==> src/sorted_set_table_defines.svh <==
// ----------------------------------------------------------------------------
// sorted_set_table_defines: assertion macros for the sorted set table
// Shared concurrent assertion forms, clocked and disabled in reset.
// ----------------------------------------------------------------------------
`ifndef SORTED_SET_TABLE_DEFINES_SVH
`define SORTED_SET_TABLE_DEFINES_SVH

// same-cycle implication
`define SST_ASSERT_IMPL(label, clk, rst, ante, cons) \
  label: assert property (@(posedge clk) disable iff (rst) (ante) |-> (cons)) \
    else $error("sorted_set_table: assertion failed");

// next-cycle implication
`define SST_ASSERT_NEXT(label, clk, rst, ante, cons) \
  label: assert property (@(posedge clk) disable iff (rst) (ante) |=> (cons)) \
    else $error("sorted_set_table: assertion failed");

`endif

==> src/sst_pkg.sv <==
// ----------------------------------------------------------------------------
// sst_pkg: types and constants of the sorted set table
// Request/response structs, operation codes, FSM states, cell control.
// ----------------------------------------------------------------------------
package sst_pkg;

  localparam int CAPACITY = 64;
  localparam int CNT_W    = $clog2(CAPACITY + 1);

  localparam logic [1:0] KIND_ADD    = 2'd0;
  localparam logic [1:0] KIND_CHECK  = 2'd1;
  localparam logic [1:0] KIND_DELETE = 2'd2;

  typedef struct packed {
    logic [1:0]         kind;
    logic signed [31:0] value;
  } req_t;

  typedef struct packed {
    logic       found;
    logic       status;
    logic [6:0] count;
  } rsp_t;

  typedef enum logic [1:0] {
    ST_IDLE,
    ST_CMP,
    ST_RES,
    ST_APPLY
  } state_t;

  typedef struct packed {
    logic cmp;
    logic ins;
    logic del;
  } cell_ctrl_t;

endpackage

==> src/sst_cell.sv <==
// ----------------------------------------------------------------------------
// sst_cell: one slot of the sorted set chain
// Holds one element, compares it against the request value, and on update
// takes the request value or a neighbor's element.
// ----------------------------------------------------------------------------
module sst_cell import sst_pkg::*; (
  input  logic               clk,
  input  cell_ctrl_t         ctrl,
  input  logic signed [31:0] key,
  input  logic               occ,
  input  logic signed [31:0] left_val,
  input  logic               left_less,
  input  logic signed [31:0] right_val,
  output logic signed [31:0] val,
  output logic               less,
  output logic               eq
);

  always_ff @(posedge clk) begin
    if (ctrl.cmp) begin
      less <= occ && (val < key);
      eq   <= occ && (val == key);
    end
    if (ctrl.ins) begin
      if (!less) begin
        val <= left_less ? key : left_val;
      end
    end else if (ctrl.del) begin
      if (!less) begin
        val <= right_val;
      end
    end
  end

endmodule

==> config.mk <==
export PLATFORM = sky130hd
export DESIGN_NAME = sst_cell
export DESIGN_NICKNAME = d
export VERILOG_FILES = /design/src/sorted_set_table_defines.svh /design/src/sst_pkg.sv /design/src/sst_cell.sv
export SDC_FILE = /design/constraint.sdc
export NUM_CORES = 1
export LEC_CHECK = 0
export ABC_CLOCK_PERIOD_IN_PS = 3000
export BUFFER_PORTS_ARGS = -buffer_cell sky130_fd_sc_hd__buf_2
export CAP_MARGIN = 20
export CELL_PAD_IN_SITES_DETAIL_PLACEMENT = 1
export CELL_PAD_IN_SITES_GLOBAL_PLACEMENT = 1
export CORE_AREA = 5 5 95 97
export CTS_BUF_LIST = sky130_fd_sc_hd__clkbuf_4 sky130_fd_sc_hd__clkbuf_8 sky130_fd_sc_hd__clkbuf_16
export CTS_CLUSTER_SIZE = 16
export DETAILED_ROUTE_END_ITERATION = 8
export DIE_AREA = 0 0 100 102
export GPL_TIMING_DRIVEN = 0
export PLACE_DENSITY_LB_ADDON = 0.1
export SETUP_SLACK_MARGIN = 0.3
export SLEW_MARGIN = 10
export SYNTH_ARGS = -nofsm -noshare
export SYNTH_HDL_FRONTEND = slang
export SYNTH_SLANG_ARGS = --single-unit
==> constraint.sdc <==
create_clock -name clk -period 3 [get_ports clk]
set_clock_uncertainty 0.1 [all_clocks]
set_input_delay 0.15 -clock clk [delete_from_list [all_inputs] [get_ports clk]]
set_output_delay 0.15 -clock clk [all_outputs]
set_load 0.01 [all_outputs]
==> qor.txt, run 1 <==
TritonCTS buffer count = 5
Slew headroom = 64.4%
DRT antenna net count = 0
Synth Cell Area = 2520 µm²
Register Area = 1020 µm²
Root buffer cell = clkbuf_8
CP max stage delay = 490 ps
Initial antenna violation count = 1
Via count = 2363
Initial core utilization = 31.3%
Max cap viols = 0
Number of global-route vias before repair = 2579
CP max FO = 3
Clock Latency Late Sink = 280 ps
Post-route DRC violation count = 0
Startpoint Class = flip-flop
Largest net degree at the start of global routing = 27
Overall Power = 1.34 mW
Cell-by-cell trace of the critical path = ha_1 > nand4_1 > nor4_1 > nor2_1 > a21oi_2 > mux2i_1
Port bufs = 133
RSZ-0062 raised after global routing = false
List of most frequent post-synthesis cells = a21oi_1 (46), nor2_1 (36), edfxtp_1 (34), inv_1 (34), mux2i_1 (33)
Rows = 33
Final Hold Vio Count = 0
Fin area = 3440 µm²
Worst path required time = 2930 ps
Global-route wire length before repair = 12.1 mm
Final period utilization = 69.4%
Drt pass-1 iters = 4
Register share of total power = 44.9%
P per Cell Area = 390 nW/µm²
Least-Margin Pin Slew = 534 ps
Area Overhead vs Synth = 36.4%
Power share of the clock group = 25.8%
CTS Sinks = 34
Final core utilization = 42.8%
FFs w/ async S/R, synth = 0%
Tot GR Track Use = 15.1%
Avg Inst Size Synth = 9.67 µm²
Int Pwr = 941 µW
Crit end category = flip-flop
Yosys warnings = 0
GR Overflow Total = 0
CTS tree = built
CTS H-tree depth = 2
Crit path buffers/inverters = 0
Post-synth EDFFs = 34
HP Class = primary input to flip-flop
Worst ir drop on vdd = 0.000143 V
Min Tclk post-route = 2080 ps
Top cell type's share of synthesized area = 40.5%
Fillers = 1002
DPL Wire Length = 6.50 mm
Top cells by area, synth = edfxtp_1 (40%), ha_1 (16%), mux2i_1 (13%)
Diode count = 0
P_leak = 1.75 nW
Core Region = 8050 µm²
Sequential share of the synthesized area = 40.5%
Post-synthesis cell count = 261
Layout Nets = 537
# resized after CTS = 0
Distinct cells, synth = 25
Crit-path leading delay family = simple AND/OR/NAND/NOR gates
Area of the multi-input gates = 1340 µm²
Slowest stage cell, crit path = nor4_1
Top-count cell post-synth = a21oi_1
Crit path arrival time = 2020 ps
Routed vias/inst = 4.65
Synth area leader = edfxtp_1
Clock slew at the register clock pins of the worst setup and hold paths = 70 ps
Initial drt markers = 52
Layout cell share with drive strength beyond 1 = 37.2%
Outcome = complete, no violations
Final setup fails = 0
Clock buffer depth = 2
Synth Register Bits = 34
CP Class = flip-flop to flip-flop
Chip width = 100 µm
Final Wtd Congestion = 0.772
Synth Flop Type = edfxtp_1
Fmax = 0.480 GHz
Total Routed Length = 7.81 mm
Io pins = 136
Syn Nets = 395
Switching Share = 30.0%
Max-slew violation count = 0
Routed length per instance = 15.4 µm
Total Die Area = 10200 µm²
Area after DPL = 3350 µm²
Sw Pwr = 403 µW
Die height = 102 µm
Combinational Power Share = 29.3%
[power groups by stage]
stage | clock, mW | combinational, mW | sequential (mW)
after floorplan | 0 | 0.198 | 0.635
after global placement | 0 | 0.387 | 0.615
after detailed placement | 0 | 0.401 | 0.615
after CTS | 0.363 | 0.405 | 0.605
after global routing | 0.376 | 0.448 | 0.609
final | 0.346 | 0.393 | 0.604
[layout make-up]
type	instances	share of cell area [%]
multi-input cells	182	38.9
repair buffers	135	20.2
flip-flops and latches	34	29.7
well taps	105	3.82
plain buffers	11	1.31
clock buffers	7	2.44
inverters	34	3.71
[metrics by stage]
step                      setup TNS, ps  std cells  worst slack (ps)  hold WS, ps
after global routing                  0        508               758         87.8
after floorplan                       0        261               344          162
after CTS                             0        508               870         73.6
final                                 0        508               917         84.0
after detailed placement              0        500               885          274
after global placement           -28830        499              -902          272
[state kept, by name (all words and copies together) (netlist names)]
name / count
eq: 1
less: 1
val: 32
[metal layers]
layer / vias to the layer above / wire [µm] / global-route usage [%] / part of all wire (%)
met2: 73 / 3830 / 26.7 / 49
li1: 1207 / - / - / -
met5: - / 11 / 0 / 0.14
met3: 7 / 468 / 3.28 / 6.0
met4: 2 / 61 / 4.04 / 0.78
met1: 1074 / 3430 / 18.6 / 44
[what timing repair did]
action	4_1_cts	5_1_grt
hold buffers	1	0
endpoints found under the hold margin	2	0
endpoints found under the setup margin	0	0
buffers inserted	0	0
[cells in the final DEF, fill, tap and decap left out, drive strengths merged]
cell type / instances
nand4: 6
nor2: 36
a21oi: 48
a22oi: 1
a2111oi: 1
mux2i: 33
a21o: 2
inv: 34
buf: 138
nand3b: 1
nand2: 8
nor3: 1
dlygate4sd3: 1
ha: 32
clkbuf: 14
o21ai: 5
nand2b: 1
nand3: 3
edfxtp: 34
o21a: 2
nor4: 2
[tightest hold or removal path: cells and delay by family]
family	cells	cell delay (ps)
buffers and inverters	1	70
AO/OA/AOI/OAI	1	90
AND/OR/NAND/NOR	1	30
[final timing paths]
path | start | to | slack [ps] | cells past startpoint
worst max-delay path | val[27] | less | 920 | 6
worst min-delay path | right_val[20] | val[20] | 80 | 3
worst max register to register | val[27] | less | 920 | 6
worst min register to register | less | val[12] | 560 | 1
[cell families after synthesis]
family                     count (synthesis)  synth area share (%)
AOI/OAI and AO/OA                         59                  13.4
adders and majority gates                 32                  15.9
buffers and inverters                     45                  6.84
DFF                                       34                  40.5
muxes                                     33                  13.1
and+or+nand+nor                           58                  10.4
Note: power is estimated with default switching activity, not from simulation.
==> run 2, diff against run 1 <==
Settings changed: ABC_CLOCK_PERIOD_IN_PS 3000 to 1700, CORE_AREA 5 5 95 97 to 5 5 100 102, DIE_AREA 0 0 100 102 to 0 0 105 107.
Clock period 3 ns to 1.7 ns, I/O delays scaled along.
==> run 2 against run 1 <==
Effect of this change:
- the flow now finishes with violations (setup timing)
- combinational power grew 96%
- wire length rose by 4.4%
- die area increased by 10%
- critical path depth unchanged
- cell area up 7.5%
- power increased by 84%
- highest routed layer is now met4
- critical path type unchanged
==> qor.txt, run 2 (synthesis gave the netlist of run 1 again) <==
Max-slew violation count = 0
Int Pwr = 1.70 mW
Number of global-route vias before repair = 2710
Die height = 107 µm
Hold_ws = 19.2 ps
CTS H-tree depth = 2
Via count = 2404
Largest registers = val: 32 flops, eq: 1 flops, less: 1 flops
Fillers = 1094
Initial drt markers = 57
RSZ-0062 raised after global routing = true
Setup ws final = -229 ps
Tot GR Track Use = 14.2%
Sw Pwr = 764 µW
Largest reg by FF count = val
CTS tree = built
Max reg flops = 32
CP Class = flip-flop to flip-flop
Final Hold Vio Count = 0
P per Cell Area = 667 nW/µm²
Largest net degree at the start of global routing = 17
Crit path arrival time = 1970 ps
Clock Latency Late Sink = 280 ps
Port bufs = 133
GR Overflow Total = 0
Setup crit start = val[10]
Clock slew at the register clock pins of the worst setup and hold paths = 80 ps
Drt pass-1 iters = 3
Layout cell share with drive strength beyond 1 = 41.7%
Fin area = 3700 µm²
Total Die Area = 11200 µm²
Area Overhead vs Synth = 46.6%
Area after DPL = 3420 µm²
DRT antenna net count = 0
TritonCTS buffer count = 5
CP max FO = 2
Min Tclk post-route = 1930 ps
Max cap viols = 0
Chip width = 105 µm
Post-route DRC violation count = 0
Final period utilization = 113%
Routed vias/inst = 4.57
Final setup fails = 2
Worst r2r src = val[10]
Worst ir drop on vdd = 0.000286 V
Commonest non-fill, non-tap cell in the layout = buf_2
Initial antenna violation count = 0
Switching Share = 31.0%
Crit end category = flip-flop
Least-Margin Pin Slew = 531 ps
Total Routed Length = 8.15 mm
Failing checks = setup timing
Global-route wire length before repair = 12.8 mm
Rows = 35
Diode count = 0
Fmax = 0.518 GHz
Register share of total power = 43.6%
Slew headroom = 64.6%
Cell count after placement = 505
Initial core utilization = 28.0%
Core Region = 9020 µm²
Power share of the clock group = 25.2%
Most frequent cells in the layout = buf_2 (136), a21oi_1 (46), nor2_1 (35)
Layout Nets = 548
Final cell count without fillers = 526
Root buffer cell = clkbuf_8
Combinational Power Share = 31.2%
HP Class = primary input to flip-flop
Clock buffer depth = 2
Hold_sp = right_val[4]
P_leak = 1.83 nW
Final Wtd Congestion = 0.712
DPL Wire Length = 6.50 mm
Startpoint Class = flip-flop
Routed length per instance = 15.5 µm
Io pins = 136
Outcome = complete, but fails checks
CTS Sinks = 34
Worst path required time = 1740 ps
run 2: changes by cell type in the layout (fill, tap and decap cells not counted), moves of 2 or more:
| cell | change |
|---|---|
| ha_1 | -8 |
| ha_4 | +8 |
| buf_4 | +7 |
| buf_12 | +2 |
run 2: layer usage:
metal	vias up	part of all wire (%)	track usage, %
met1	1100	39	15.6
met4	0	0.61	2.47
met2	71	55	27.7
li1	1229	-	-
met5	-	0	0
met3	4	5.6	3.37
run 2: area by class of cell:
class / instances / area, µm² / share of cell area (%)
clock inverters: 2 / 8.76 / 0.237
multi-input cells: 183 / 1470 / 39.8
repair buffers: 145 / 798 / 21.6
well taps: 111 / 139 / 3.76
clock buffers: 6 / 76.3 / 2.06
inverters: 34 / 128 / 3.45
plain buffers: 11 / 56.3 / 1.52
flip-flops and latches: 34 / 1020 / 27.6
run 2: worst paths after layout:
kind | end | slack, ps | cells past startpoint
setup reg to reg | less | -230 | 6
hold / removal | val[4] | 20 | 3
setup / recovery | less | -230 | 6
hold reg to reg | eq | 730 | 3
run 2: repair_timing:
action / 4_1_cts / 5_1_grt
endpoints found under the hold margin: 3 / 0
endpoints found under the setup margin: 34 / 2
setup buffers: 9 / 1
resized for setup: 3 / 4
cloned: 1 / 0
hold buffers: 2 / 0
pin swaps: 8 / 3
run 2: power groups by stage:
| stage | logic, mW | registers (mW) | clock network, mW |
|---|---|---|---|
| after floorplan | 0.371 | 1.12 | 0 |
| after global placement | 0.714 | 1.09 | 0 |
| after detailed placement | 0.718 | 1.09 | 0 |
| after CTS | 0.782 | 1.08 | 0.662 |
| after global routing | 0.872 | 1.09 | 0.688 |
| final | 0.770 | 1.08 | 0.621 |
run 2: critical path, cell delays in order (launching register included):
cell and delay, ps:
edfxtp_1 440, ha_4 300, nand4_1 130, nor4_2 320, a22oi_1 140, a21oi_2 170
mux2i_1 190
run 2: metrics by stage:
| stage | TNS [ps] | util [%] | power (mW) | setup WS [ps] |
|---|---|---|---|---|
| 6_report | -393 | 41.0 | 2.47 | -229 |
| 4_1_cts | -484 | 40.6 | 2.52 | -272 |
| 3_3_place_gp | -7660 | 37.9 | 1.80 | -270 |
| 5_1_grt | -653 | 41.0 | 2.65 | -362 |
| 2_1_floorplan | -130 | - | 1.49 | -130 |
| 3_5_place_dp | -7470 | 37.9 | 1.81 | -297 |
